**config.mk**
```make
export PLATFORM = sky130hd
export DESIGN_NAME = undo_journal_write_set_tracker
export DESIGN_NICKNAME = d
export VERILOG_FILES = /design/src/rtl/core/ujwst_pkg.sv /design/src/rtl/core/ujwst_ram.sv /design/src/rtl/core/undo_journal_write_set_tracker.sv
export SDC_FILE = /design/constraint.sdc
export NUM_CORES = 1
export LEC_CHECK = 0
export BUFFER_PORTS_ARGS = -buffer_cell sky130_fd_sc_hd__buf_2
export CAP_MARGIN = 0
export CORE_MARGIN = 2
export CORE_UTILIZATION = 65
export DETAILED_ROUTE_END_ITERATION = 6
export PLACE_DENSITY_LB_ADDON = 0.08
export REMOVE_ABC_BUFFERS = 1
export SETUP_SLACK_MARGIN = 0.02
export SYNTH_ARGS = -nofsm -noshare
export SYNTH_HDL_FRONTEND = slang
export SYNTH_SLANG_ARGS = --single-unit
```
**constraint.sdc**
```tcl
create_clock -name clk -period 13.7 [get_ports clk]
set_input_delay 2.74 -clock clk [delete_from_list [all_inputs] [get_ports clk]]
set_output_delay 2.74 -clock clk [all_outputs]
set_load 0.02 [all_outputs]
```
**src/rtl/core/ujwst_pkg.sv**
```systemverilog
// Shared definitions for the undo journal write set tracker.
// Holds field widths, action and status codes and register indexes.
// No dependencies; imported by the tracker top level (ujwst_ram does not use it).
`timescale 1ns / 1ps

package ujwst_pkg;

    // Default size of the entry table.
    localparam int MAX_ENTRIES_DEF = 16;

    // Field widths of one input item.
    localparam int ACTION_W = 3;
    localparam int SECTOR_W = 32;
    localparam int PORT_W   = 16;

    // Field widths of one result item.
    localparam int STATUS_W = 3;
    localparam int SLOT_W   = 4;
    localparam int COUNT_W  = 5;
    localparam int SEQ_W    = 32;

    // Stream payload widths, rounded up to whole bytes.
    localparam int IN_TDATA_W  = 56;
    localparam int OUT_TDATA_W = 48;

    // Configuration port.
    localparam int CFG_INDEX_W = 3;
    localparam int CFG_DATA_W  = 32;

    localparam logic [CFG_INDEX_W-1:0] CFG_ENABLED      = 3'd0;
    localparam logic [CFG_INDEX_W-1:0] CFG_DEVICE_PORT  = 3'd1;
    localparam logic [CFG_INDEX_W-1:0] CFG_DEVICE_MSTR  = 3'd2;
    localparam logic [CFG_INDEX_W-1:0] CFG_VOLUME_START = 3'd3;
    localparam logic [CFG_INDEX_W-1:0] CFG_VOLUME_END   = 3'd4;
    localparam logic [CFG_INDEX_W-1:0] CFG_HEADER       = 3'd5;
    localparam logic [CFG_INDEX_W-1:0] CFG_UNDO_AREA    = 3'd6;
    localparam logic [CFG_INDEX_W-1:0] CFG_MIRROR       = 3'd7;

    // Actions.
    localparam logic [ACTION_W-1:0] ACT_READ       = 3'd0;
    localparam logic [ACTION_W-1:0] ACT_WRITE      = 3'd1;
    localparam logic [ACTION_W-1:0] ACT_BEGIN      = 3'd2;
    localparam logic [ACTION_W-1:0] ACT_END_COMMIT = 3'd3;
    localparam logic [ACTION_W-1:0] ACT_END_ABORT  = 3'd4;

    // Result status codes.
    localparam logic [STATUS_W-1:0] ST_OK    = 3'd0;
    localparam logic [STATUS_W-1:0] ST_DISK  = 3'd1;
    localparam logic [STATUS_W-1:0] ST_HIT   = 3'd2;
    localparam logic [STATUS_W-1:0] ST_NEW   = 3'd3;
    localparam logic [STATUS_W-1:0] ST_PROT  = 3'd4;
    localparam logic [STATUS_W-1:0] ST_FULL  = 3'd5;
    localparam logic [STATUS_W-1:0] ST_WRAP  = 3'd6;
    localparam logic [STATUS_W-1:0] ST_DEPTH = 3'd7;

endpackage

```
**src/rtl/core/ujwst_ram.sv**
```systemverilog
// Generic single-port-write, single-port-read RAM with registered read data.
// Used for the entry sector table; no package dependencies.
`timescale 1ns / 1ps

module ujwst_ram #(
    parameter int WIDTH = 32,
    parameter int DEPTH = 16
) (
    input  logic                                   clk,
    input  logic                                   we,
    input  logic [((DEPTH > 1) ? $clog2(DEPTH) : 1)-1:0] waddr,
    input  logic [WIDTH-1:0]                       wdata,
    input  logic                                   re,
    input  logic [((DEPTH > 1) ? $clog2(DEPTH) : 1)-1:0] raddr,
    output logic [WIDTH-1:0]                       rdata
);

    logic [WIDTH-1:0] mem [DEPTH];

    always_ff @(posedge clk)
    begin
        if (we)
        begin
            mem[waddr] <= wdata;
        end
        if (re)
        begin
            rdata <= mem[raddr];
        end
    end

endmodule

```
**src/rtl/core/undo_journal_write_set_tracker.sv**
```systemverilog
// Top level of the undo journal write set tracker.
// Depends on ujwst_pkg and on ujwst_ram for the entry sector table.
`timescale 1ns / 1ps

//  Channel   Direction  Handshake          Payload
//  s_*       in         s_tvalid/s_tready  action, sector_addr, port, drive_is_master
//  m_*       out        m_tvalid/m_tready  status, slot, commit_now, commit_count,
//                                          sequence_out
//  cfg_*     in         cfg_we             cfg_index selects register, cfg_data value
//
// One item is worked on at a time. An item is taken in (S_IDLE), classified
// (S_EVAL) and its result handed to the output register (S_DONE).
// Reads and writes that reach the table also scan the entry memory at one entry
// per cycle (S_SCAN) until a hit or the end of the pending entries; the memory
// has registered read data, so each compare follows its read address.
// Reset (rst_n, asynchronous) clears the control state and the configuration
// registers. The table itself is not cleared, since only slots below the entry
// count are read; the payload and result registers are not cleared either.
// The output register holds a finished result while the next item is taken in;
// while it is stalled, the next item waits after classification and the input
// stays blocked.

module undo_journal_write_set_tracker
#(
    parameter int MAX_ENTRIES = ujwst_pkg::MAX_ENTRIES_DEF
) (
    input  logic                               clk,
    input  logic                               rst_n,
    // Input stream.
    input  logic                               s_tvalid,
    output logic                               s_tready,
    // s_tdata: action[2:0], sector_addr[34:3], port[50:35], drive_is_master[51]
    input  logic [ujwst_pkg::IN_TDATA_W-1:0]   s_tdata,
    // Result stream.
    output logic                               m_tvalid,
    input  logic                               m_tready,
    // m_tdata: status[2:0], slot[6:3], commit_now[7], commit_count[12:8],
    //          sequence_out[44:13]
    output logic [ujwst_pkg::OUT_TDATA_W-1:0]  m_tdata,
    // Configuration write port.
    input  logic                               cfg_we,
    input  logic [ujwst_pkg::CFG_INDEX_W-1:0]  cfg_index,
    input  logic [ujwst_pkg::CFG_DATA_W-1:0]   cfg_data
);

    import ujwst_pkg::*;

    // Slot index width and entry count width follow from the table size.
    localparam int IW = (MAX_ENTRIES > 1) ? $clog2(MAX_ENTRIES) : 1;
    localparam int CW = $clog2(MAX_ENTRIES + 1);
    localparam logic [CW-1:0] MAX_CNT = CW'(MAX_ENTRIES);
    localparam logic [SECTOR_W:0] PROT_SPAN = (SECTOR_W + 1)'(MAX_ENTRIES);

    // Sequencer states.
    localparam logic [1:0] S_IDLE = 2'd0;
    localparam logic [1:0] S_EVAL = 2'd1;
    localparam logic [1:0] S_SCAN = 2'd2;
    localparam logic [1:0] S_DONE = 2'd3;

    // A result without its sequence number, which is read at hand-off.
    typedef struct packed {
        logic [STATUS_W-1:0] status;
        logic [IW-1:0]       slot;
        logic                commit_now;
        logic [CW-1:0]       commit_count;
    } pend_t;

    // Configuration registers.
    logic                enabled_reg;
    logic [PORT_W-1:0]   dev_port_reg;
    logic                dev_master_reg;
    logic [SECTOR_W-1:0] vol_start_reg;
    logic [SECTOR_W-1:0] vol_end_reg;
    logic [SECTOR_W-1:0] header_reg;
    logic [SECTOR_W-1:0] undo_reg;
    logic [SECTOR_W-1:0] mirror_reg;

    // Sequencer and journal state.
    logic [1:0]          state_reg, state_next;
    logic [31:0]         depth_reg, depth_next;
    logic [CW-1:0]       total_reg, total_next;
    logic [SEQ_W-1:0]    seq_reg, seq_next;

    // The item at work.
    logic [ACTION_W-1:0] act_reg;
    logic [SECTOR_W-1:0] addr_reg;
    logic [PORT_W-1:0]   port_reg;
    logic                mst_reg;

    // Scan control.
    logic                auto_reg, auto_next;
    logic [CW-1:0]       tot_reg, tot_next;
    logic [CW-1:0]       iss_reg, iss_next;
    logic                cmp_vld_reg, cmp_vld_next;
    logic [IW-1:0]       cmp_idx_reg, cmp_idx_next;

    // Result registers.
    pend_t               pend_reg, pend_next;
    pend_t               out_reg;
    logic [SEQ_W-1:0]    out_seq_reg;
    logic                out_vld_reg, out_vld_next;
    logic                out_load;

    // Entry table port.
    logic                ram_we;
    logic [IW-1:0]       ram_waddr;
    logic                ram_re;
    logic [IW-1:0]       ram_raddr;
    logic [SECTOR_W-1:0] ram_rdata;

    // Classification of the item at work.
    logic                own_drive;
    logic                outside_volume;
    logic                protected_hit;
    logic                hit;
    logic                miss;
    logic [CW-1:0]       new_total;
    logic                good;
    logic [IW+SLOT_W-1:0]  slot_wide;
    logic [CW+COUNT_W-1:0] count_wide;

    ujwst_ram #(
        .WIDTH (SECTOR_W),
        .DEPTH (MAX_ENTRIES)
    ) u_table (
        .clk   (clk),
        .we    (ram_we),
        .waddr (ram_waddr),
        .wdata (addr_reg),
        .re    (ram_re),
        .raddr (ram_raddr),
        .rdata (ram_rdata)
    );

    assign own_drive      = (port_reg == dev_port_reg) && (mst_reg == dev_master_reg);
    assign outside_volume = (addr_reg < vol_start_reg) || (addr_reg >= vol_end_reg);
    // The end of the protected range is taken one bit wider so it cannot wrap.
    assign protected_hit  = ((addr_reg >= header_reg) &&
                             ({1'b0, addr_reg} < ({1'b0, undo_reg} + PROT_SPAN))) ||
                            (addr_reg == mirror_reg);

    // The memory answers in the cycle after the address; cmp_* tracks that entry.
    assign ram_re    = (state_reg == S_SCAN) && (iss_reg < tot_reg);
    assign ram_raddr = iss_reg[IW-1:0];
    assign hit       = (state_reg == S_SCAN) && cmp_vld_reg && (ram_rdata == addr_reg);
    assign miss      = (state_reg == S_SCAN) && !cmp_vld_reg && (iss_reg >= tot_reg);

    assign s_tready = (state_reg == S_IDLE);
    assign out_load = (state_reg == S_DONE) && (!out_vld_reg || m_tready);

    always_comb
    begin
        state_next   = state_reg;
        depth_next   = depth_reg;
        total_next   = total_reg;
        seq_next     = seq_reg;
        auto_next    = auto_reg;
        tot_next     = tot_reg;
        iss_next     = iss_reg;
        cmp_vld_next = 1'b0;
        cmp_idx_next = iss_reg[IW-1:0];
        pend_next    = pend_reg;
        ram_we       = 1'b0;
        ram_waddr    = tot_reg[IW-1:0];
        new_total    = tot_reg;
        good         = 1'b1;

        unique case (state_reg)
            S_IDLE:
            begin
                if (s_tvalid)
                begin
                    state_next = S_EVAL;
                end
            end

            S_EVAL:
            begin
                pend_next  = '{status: ST_OK, slot: '0, commit_now: 1'b0,
                               commit_count: '0};
                state_next = S_DONE;
                iss_next   = '0;
                auto_next  = 1'b0;
                unique case (act_reg)
                    ACT_READ:
                    begin
                        pend_next.status = ST_DISK;
                        if (enabled_reg && (depth_reg != '0) && own_drive)
                        begin
                            tot_next   = total_reg;
                            state_next = S_SCAN;
                        end
                    end
                    ACT_WRITE:
                    begin
                        if (!enabled_reg || !own_drive || outside_volume)
                        begin
                            pend_next.status = ST_DISK;
                        end
                        else if (protected_hit)
                        begin
                            pend_next.status = ST_PROT;
                        end
                        else
                        begin
                            // A write outside any transaction runs in one of its own
                            // that starts empty.
                            auto_next  = (depth_reg == '0);
                            tot_next   = (depth_reg == '0) ? '0 : total_reg;
                            state_next = S_SCAN;
                        end
                    end
                    ACT_BEGIN:
                    begin
                        if (&depth_reg)
                        begin
                            pend_next.status = ST_DEPTH;
                        end
                        else
                        begin
                            if (depth_reg == '0)
                            begin
                                total_next = '0;
                            end
                            depth_next = depth_reg + 32'd1;
                        end
                    end
                    ACT_END_COMMIT, ACT_END_ABORT:
                    begin
                        if (depth_reg == '0)
                        begin
                            pend_next.status = ST_DEPTH;
                        end
                        else
                        begin
                            depth_next = depth_reg - 32'd1;
                            if (depth_reg == 32'd1)
                            begin
                                // Leaving the outermost level drops the write set.
                                if (enabled_reg && (act_reg == ACT_END_COMMIT) &&
                                    (total_reg != '0))
                                begin
                                    pend_next.commit_now   = 1'b1;
                                    pend_next.commit_count = total_reg;
                                end
                                total_next = '0;
                            end
                        end
                    end
                    default:
                    begin
                        pend_next.status = ST_OK;
                    end
                endcase
            end

            S_SCAN:
            begin
                if (ram_re)
                begin
                    iss_next     = iss_reg + CW'(1);
                    cmp_vld_next = 1'b1;
                end
                if (hit || miss)
                begin
                    state_next = S_DONE;
                    if (hit)
                    begin
                        pend_next.status = ST_HIT;
                        pend_next.slot   = cmp_idx_reg;
                    end
                    else if (act_reg == ACT_READ)
                    begin
                        pend_next.status = ST_DISK;
                    end
                    else if (tot_reg >= MAX_CNT)
                    begin
                        pend_next.status = ST_FULL;
                        good             = 1'b0;
                    end
                    else
                    begin
                        // Append a new slot; the first slot of a transaction
                        // advances the sequence number.
                        ram_we           = 1'b1;
                        new_total        = tot_reg + CW'(1);
                        pend_next.status = ST_NEW;
                        pend_next.slot   = tot_reg[IW-1:0];
                        if (tot_reg == '0)
                        begin
                            seq_next = seq_reg + SEQ_W'(1);
                            if (&seq_reg)
                            begin
                                pend_next.status = ST_WRAP;
                                good             = 1'b0;
                            end
                        end
                    end

                    if (act_reg == ACT_WRITE)
                    begin
                        if (auto_reg)
                        begin
                            // The self-opened transaction closes at once.
                            if (good && (new_total != '0))
                            begin
                                pend_next.commit_now   = 1'b1;
                                pend_next.commit_count = new_total;
                            end
                            total_next = '0;
                        end
                        else
                        begin
                            total_next = new_total;
                        end
                    end
                end
            end

            S_DONE:
            begin
                if (out_load)
                begin
                    state_next = S_IDLE;
                end
            end

            default:
            begin
                state_next = S_IDLE;
            end
        endcase
    end

    always_comb
    begin
        out_vld_next = out_vld_reg;
        if (out_load)
        begin
            out_vld_next = 1'b1;
        end
        else if (m_tready)
        begin
            out_vld_next = 1'b0;
        end
    end

    always_ff @(posedge clk or negedge rst_n)
    begin
        if (!rst_n)
        begin
            enabled_reg    <= 1'b0;
            dev_port_reg   <= '0;
            dev_master_reg <= 1'b0;
            vol_start_reg  <= '0;
            vol_end_reg    <= '0;
            header_reg     <= '0;
            undo_reg       <= '0;
            mirror_reg     <= '0;
            state_reg      <= S_IDLE;
            depth_reg      <= '0;
            total_reg      <= '0;
            seq_reg        <= '0;
            auto_reg       <= 1'b0;
            tot_reg        <= '0;
            iss_reg        <= '0;
            cmp_vld_reg    <= 1'b0;
            out_vld_reg    <= 1'b0;
        end
        else
        begin
            if (cfg_we)
            begin
                unique case (cfg_index)
                    CFG_ENABLED:      enabled_reg    <= cfg_data[0];
                    CFG_DEVICE_PORT:  dev_port_reg   <= cfg_data[PORT_W-1:0];
                    CFG_DEVICE_MSTR:  dev_master_reg <= cfg_data[0];
                    CFG_VOLUME_START: vol_start_reg  <= cfg_data;
                    CFG_VOLUME_END:   vol_end_reg    <= cfg_data;
                    CFG_HEADER:       header_reg     <= cfg_data;
                    CFG_UNDO_AREA:    undo_reg       <= cfg_data;
                    CFG_MIRROR:       mirror_reg     <= cfg_data;
                    default:          enabled_reg    <= enabled_reg;
                endcase
            end
            state_reg   <= state_next;
            depth_reg   <= depth_next;
            total_reg   <= total_next;
            seq_reg     <= seq_next;
            auto_reg    <= auto_next;
            tot_reg     <= tot_next;
            iss_reg     <= iss_next;
            cmp_vld_reg <= cmp_vld_next;
            out_vld_reg <= out_vld_next;
        end
    end

    // Payload registers.
    always_ff @(posedge clk)
    begin
        if (s_tvalid && s_tready)
        begin
            act_reg  <= s_tdata[2:0];
            addr_reg <= s_tdata[34:3];
            port_reg <= s_tdata[50:35];
            mst_reg  <= s_tdata[51];
        end
        cmp_idx_reg <= cmp_idx_next;
        pend_reg    <= pend_next;
        if (out_load)
        begin
            out_reg     <= pend_reg;
            out_seq_reg <= seq_reg;
        end
    end

    // Slot and count ports are narrower than a large table's indexes.
    assign slot_wide  = {{SLOT_W{1'b0}}, out_reg.slot};
    assign count_wide = {{COUNT_W{1'b0}}, out_reg.commit_count};

    assign m_tvalid = out_vld_reg;
    assign m_tdata  = {3'b000, out_seq_reg, count_wide[COUNT_W-1:0], out_reg.commit_now,
                       slot_wide[SLOT_W-1:0], out_reg.status};

`ifndef NO_ASSERTIONS
    // Outside every transaction the write set is empty.
    a_empty_outside: assert property (@(posedge clk) disable iff (!rst_n)
        (depth_reg == '0) |-> (total_reg == '0))
        else $error("entries pending outside a transaction");

    // The entry count never exceeds the table.
    a_total_bound: assert property (@(posedge clk) disable iff (!rst_n)
        (total_reg <= MAX_CNT))
        else $error("entry count beyond table size");

    // An append inside an open transaction grows the write set by one.
    a_append_grows: assert property (@(posedge clk) disable iff (!rst_n)
        (ram_we && !auto_reg) |=> (total_reg == $past(total_reg) + CW'(1)))
        else $error("append did not advance the entry count");

    // Only hits, new slots and sequence wraps report a slot number.
    a_slot_zero: assert property (@(posedge clk) disable iff (!rst_n)
        (out_vld_reg && (out_reg.status != ST_HIT) && (out_reg.status != ST_NEW) &&
         (out_reg.status != ST_WRAP)) |-> (out_reg.slot == '0))
        else $error("slot reported without a hit or allocation");
`endif

endmodule
```
Yosys cells after proc, flatten, opt, wreduce, memory -nomap -nowiden
Memories as Yosys holds them, arrays and structs flattened. A register that Yosys moved wholly into a read port is not among the register bits.
Index checks and enable logic that the tools add are counted.
- logic and storage cells: 214
- RAM bits: 512
- memories kept: 1
- bits of input ports: 96
- register bits after elaboration: 376
- memory list (name ; words ; bits a word ; read ports ; clocked after memory_dff ; wr ports ; RTL line ; source):
    u_table.mem ; 16 ; 32 ; 1 ; 1 ; 1 ; ujwst_ram.sv:18 ; logic [WIDTH-1:0] mem [DEPTH];
- mux-type cells: 73
- reductions and logical operators: 56
- equality and inequality tests: 37
- add/subtract/negate cells: 6
- bitwise logic cells: 3
- $lt $le $gt $ge: 7
- operators by type and width (kind ; count):
    $mux 5 ; 16
    $add 32x1->32 const B ; 2
    $eq 32x32->1 ; 2
    $ge 32x32->1 ; 2
    $mux 32 ; 2
    $pmux 32 s2 ; 1
    $reduce_and 32->1 ; 2
    $mux 6 ; 7
    $pmux 5 s2 ; 4
    $add 32x5->33 const B ; 1
    $lt 32x33->1 ; 1
    $eq 32x1->1 const B ; 1
    $logic_not 32->1 ; 1
    $lt 32x32->1 ; 1
    $reduce_bool 32->1 ; 1
    $sub 32x1->32 const B ; 1
    $pmux 13 s2 ; 1
    $mux 1 ; 24
    $mux 3 ; 8
    $reduce_and 2->1 ; 10
    $ne 2x2->1 const B ; 9
    $eq 16x16->1 ; 1
    $eq 3x3->1 const B ; 5
    $ne 3x3->1 const B ; 5
    other kinds (33) ; 74

Logic depth before layout (Yosys ltp)
- depth in word-level cells: 14
- depth in mapped cells: 19
- mapped depth without buffers: 17

Cells and area by module
Synthesis repeated with hierarchy kept, for this count alone.
- cell total of the unflattened synthesis: 2561
- area total of the unflattened synthesis: 39755.6 µm²
- by module, submodules not included (module ; area an instance (µm²) ; instances ; cells each):
    ujwst_ram ; 20155.6 ; 1 ; 838
    undo_journal_write_set_tracker ; 19600.0 ; 1 ; 1723

Least setup slack after synthesis
No wires, ideal clock.
- path type: flip-flop to flip-flop
- from: reg iss_reg[0]
- to: reg iss_reg[3]
- cell stages (with the launch flop): 11
- path buffers: 2
- setup time: 0.073 ns
- slack: 8.196 ns
- arrival time: 5.432 ns
- clock period less this slack: 5.504 ns
- cell sequence: dfrtp_1 -> clkbuf_1 -> clkbuf_1 -> inv_1 -> ha_1 -> nand2b_1 -> a21oi_1 -> nor4_1 -> nand4_1 -> xor2_1 -> nor2_1
- cells in the longest elaborated chain, start to end: 4
- RTL lines (item ; RTL line ; source):
    start: declaration ; undo_journal_write_set_tracker.sv:93 ; logic [CW-1:0] iss_reg, iss_next;
    start signal: assignment ; undo_journal_write_set_tracker.sv:392 ; iss_reg <= iss_next;
    $lt 5x5->1 ; undo_journal_write_set_tracker.sv:143 ; assign ram_re = (state_reg == S_SCAN) && (iss_reg < tot_reg);
    $logic_and 1x1->1 ; undo_journal_write_set_tracker.sv:143 ;
    $ne 2x2->1 (no line) ; n/a ;
    $reduce_and 2->1 (no line) ; n/a ;
Several ways; a longest one is shown, not always the timed one. The select of a mux whose other input is x is not followed.
A chain may end at the register's enable or synchronous reset.

Worst setup path in the final report
- from: reg iss_reg[0]
- to: mem u_table.mem[12][19] (enable)
- cells in the longest elaborated chain, start to end: 7
- RTL lines (item ; RTL line ; source):
    $ge 5x5->1 ; undo_journal_write_set_tracker.sv:146 ; assign miss = (state_reg == S_SCAN) && !cmp_vld_reg && (iss_reg >= tot_reg);
    $logic_and 1x1->1 ; undo_journal_write_set_tracker.sv:146 ;
    $logic_or 1x1->1 ; undo_journal_write_set_tracker.sv:264 ; if (hit || miss)
    $mux 1 ; undo_journal_write_set_tracker.sv:264 ;
    $mux 1 ; undo_journal_write_set_tracker.sv:168 ; unique case (state_reg)
    $mux 1 ; ujwst_ram.sv:22 ; if (we)
    $mux 1 (implied by the code) ; ujwst_ram.sv:24 ; mem[waddr] <= wdata;
    end: declaration ; ujwst_ram.sv:18 ;
Every way passes these cells.

==> results by group <==
Layout
  • Most frequent cells in the layout: edfxtp_1 (654), dfrtp_1 (258), mux4_2 (160)
  • Max reg flops: 512
  • Diodes inserted: 0
  • Finished Layout Cells: 3545
  • Fraction of layout cells with a size suffix above 1: 25.0%
  • Nets@finish: 2935
  • Most common cell after layout, fill and taps aside: edfxtp_1
  • Design Area, Final: 44700 um^2
  • P&R area growth vs syn: 12.0%
  • Biggest register: u_table.mem

Clock tree
  • Post-cts resize count: 0
  • Clock latency on the worst-skew pair: 0.65 ns
  • Worst-path clk slew: 0.06 ns
  • Post-CTS Setup Inserts: 0
  • CTS tree: built
  • Clock tree buffer depth: 3
  • Num Clock Sinks: 920
  • Max H-tree Level: 3
  • TritonCTS Buffers: 90
  • Root buf cell: clkbuf_16
  • Hold_buf cts: 0

Critical path
  • Crit path largest cell delay: 1.08 ns
  • Crit path cell chain: inv_1 -> ha_1 -> nand2b_1 -> a21oi_1 -> nor3_1 -> a211o_1 -> nor2_1 -> nand2_1 -> nor2_4 -> buf_4
  • Worst EP arrival: 4.86 ns
  • Critical Path RT: 13.99 ns
  • Max FO, Critical Path: 49
  • Startpoint types: flip-flop
  • Critical path's slowest cell: dfrtp_4
  • Setup Crit Path Kind: flip-flop to flip-flop
  • CP endpoint kind: flip-flop

Global routing
  • Vias in the first global route: 23100
  • M1 GR Usage: 39.6%
  • Met2 GRT Util: 49.7%
  • GRT Overall Usage: 29.3%
  • GR peak layer: met2
  • Antenna violations before repair: 4
  • Met3 Use GR: 4.63%
  • GRT Residual Overflow: 0
  • First-pass GRT wire length: 138000 um
  • Largest net degree at the start of global routing: 82

Synth
  • Mean Syn Cell Area: 16.1 um^2
  • Synth cell types: 88
  • Ranking of synthesized cells by area: edfxtp_1 (49%), dfrtp_1 (16%), mux4_2 (9.0%)
  • Ys Warns: 0
  • Mapped Cells: 2482
  • Top cell type's share of synthesized area: 49.2%
  • Post-Syn Area: 39900 um^2
  • Seq cells post-synth: 920
  • Seq/Total Area, Yosys: 65.8%
  • Ys flop type: edfxtp_1
  • EDFF count, synth: 654
  • FFs w/ async S/R, synth: 28.5%
  • Area leader, netlist: edfxtp_1

Timing
  • Layout Skew: 0.0188 ns
  • Peak Freq: 219 MHz
  • Fin crit share: 33.4%
  • TNS Setup: 0 ns
  • Pins over their slew limit: 0
  • Slew headroom: 18.7%
  • Final hold violations: 0
  • RSZ-0062 raised after global routing: no
  • Min cycle time layout: 4.58 ns
  • Endpoints failing setup: 0
  • Worst-margin pin slew: 1.21 ns

Routing
  • Wirelength per Cell: 25.6 um
  • Routed WL: 90800 um
  • Initial DRC Count: 1902
  • Number of detailed-route iterations in the first pass: 5
  • Residual DRC: 0
  • DRT antenna net count: 0
  • Via/cell ratio: 6.37
  • Via count: 22600

Place
  • Placer Congestion: 0.880
  • Dpl cells: 3382
  • PortBufs: 138
  • Area after DPL: 41900 um^2
  • Post-DP HPWL: 52900 um

Floorplan
  • Core Area: 60600 um^2
  • Num ports: 146
  • Die height: 252 um
  • Initial Util: 65.9%
  • Site Rows: 90
  • Die X-Extent: 252 um
  • Die ar.: 63400 um^2

Power and ir drop
  • Pleak: 16.6 nW
  • Max VDD drop: 0.000111 V
  • Power density over the cells: 160 nW/um^2

Flow run
  • Maximum capacitance violations: 0

Run status
  • Status: completed

Worst hold path
  • Worst hold path class: flip-flop to flip-flop
cells by family (layout without fill, tap and decap cells):
logic type               Yosys count  in the layout  synth area share [%]
flip-flops                       920            920                  65.8
AND/OR/NAND/NOR                  489            489                  6.54
multiplexers                     317            317                  13.4
AO/OA/AOI/OAI                    221            221                  3.64
buffers and inverters            211            490                  2.13
XOR/XNOR                         176            176                  3.86
adder cells (fa/ha/maj)          147            147                  4.60
other                              1              3               0.00939
metal layers:
metal  share of wire [%]  up-vias
met5               0.045        -
met4                 3.0        6
met3                 6.3      186
met2                  51      846
met1                  40    11600
li1                    -     9932
area by class of cell:
type                    count  area (um^2)
flip-flops and latches    920        26300
clock buffers             126         2490
fillers                  3719        15900
well taps                 782          978
multi-input cells        1353        12900
clock inverters            37          373
repair buffers            201         1170
inverters                 126          473
Yosys cell counts (53+ instances only):
master / n
edfxtp_1: 654
dfrtp_1: 262
mux4_2: 160
mux2_2: 150
ha_1: 147
nand2_1: 133
inv_1: 126
xor2_1: 101
xnor2_1: 75
nor2_1: 74
o21ai_0: 67
nand3_1: 53
through the flow:
step / setup slack, ns / util, % / power [mW] / hold slack (ns)
2_1_floorplan: 4.53 / - / 4.35 / 0.400
3_3_place_gp: 8.82 / 69.1 / 4.71 / 0.407
3_5_place_dp: 8.76 / 69.1 / 4.77 / 0.408
4_1_cts: 9.09 / 73.8 / 7.17 / 0.416
5_1_grt: 8.77 / 73.8 / 7.42 / 0.411
6_report: 9.12 / 73.8 / 7.14 / 0.417
critical path, delay by kind of cell, from the launching register on:
family	cells	cell delay, ns
adders and majority gates	1	0.22
and+or+nand+nor	5	1.69
DFF	1	1.08
AOI/OAI and AO/OA	2	0.63
buffers and inverters	2	0.59
worst paths after layout:
path	from	endpoint	slack, ns	depth (start not counted)
min	pend_reg[11]	m_tdata[1]	0.42	0
max reg2reg	iss_reg[0]	u_table.mem[12][19]	9.12	10
max	iss_reg[0]	u_table.mem[12][19]	9.12	10
max in group asynchronous	rst_n	depth_reg[0]	9.50	3
min reg2reg	pend_reg[11]	m_tdata[1]	0.42	0
min in group asynchronous	rst_n	vol_start_reg[20]	2.07	1
power by group:
part,internal [mW],switching [mW]
clock network,1.38,1.03
logic,0.468,0.722
registers,3.36,0.180
(Power assumes the default switching activity.)
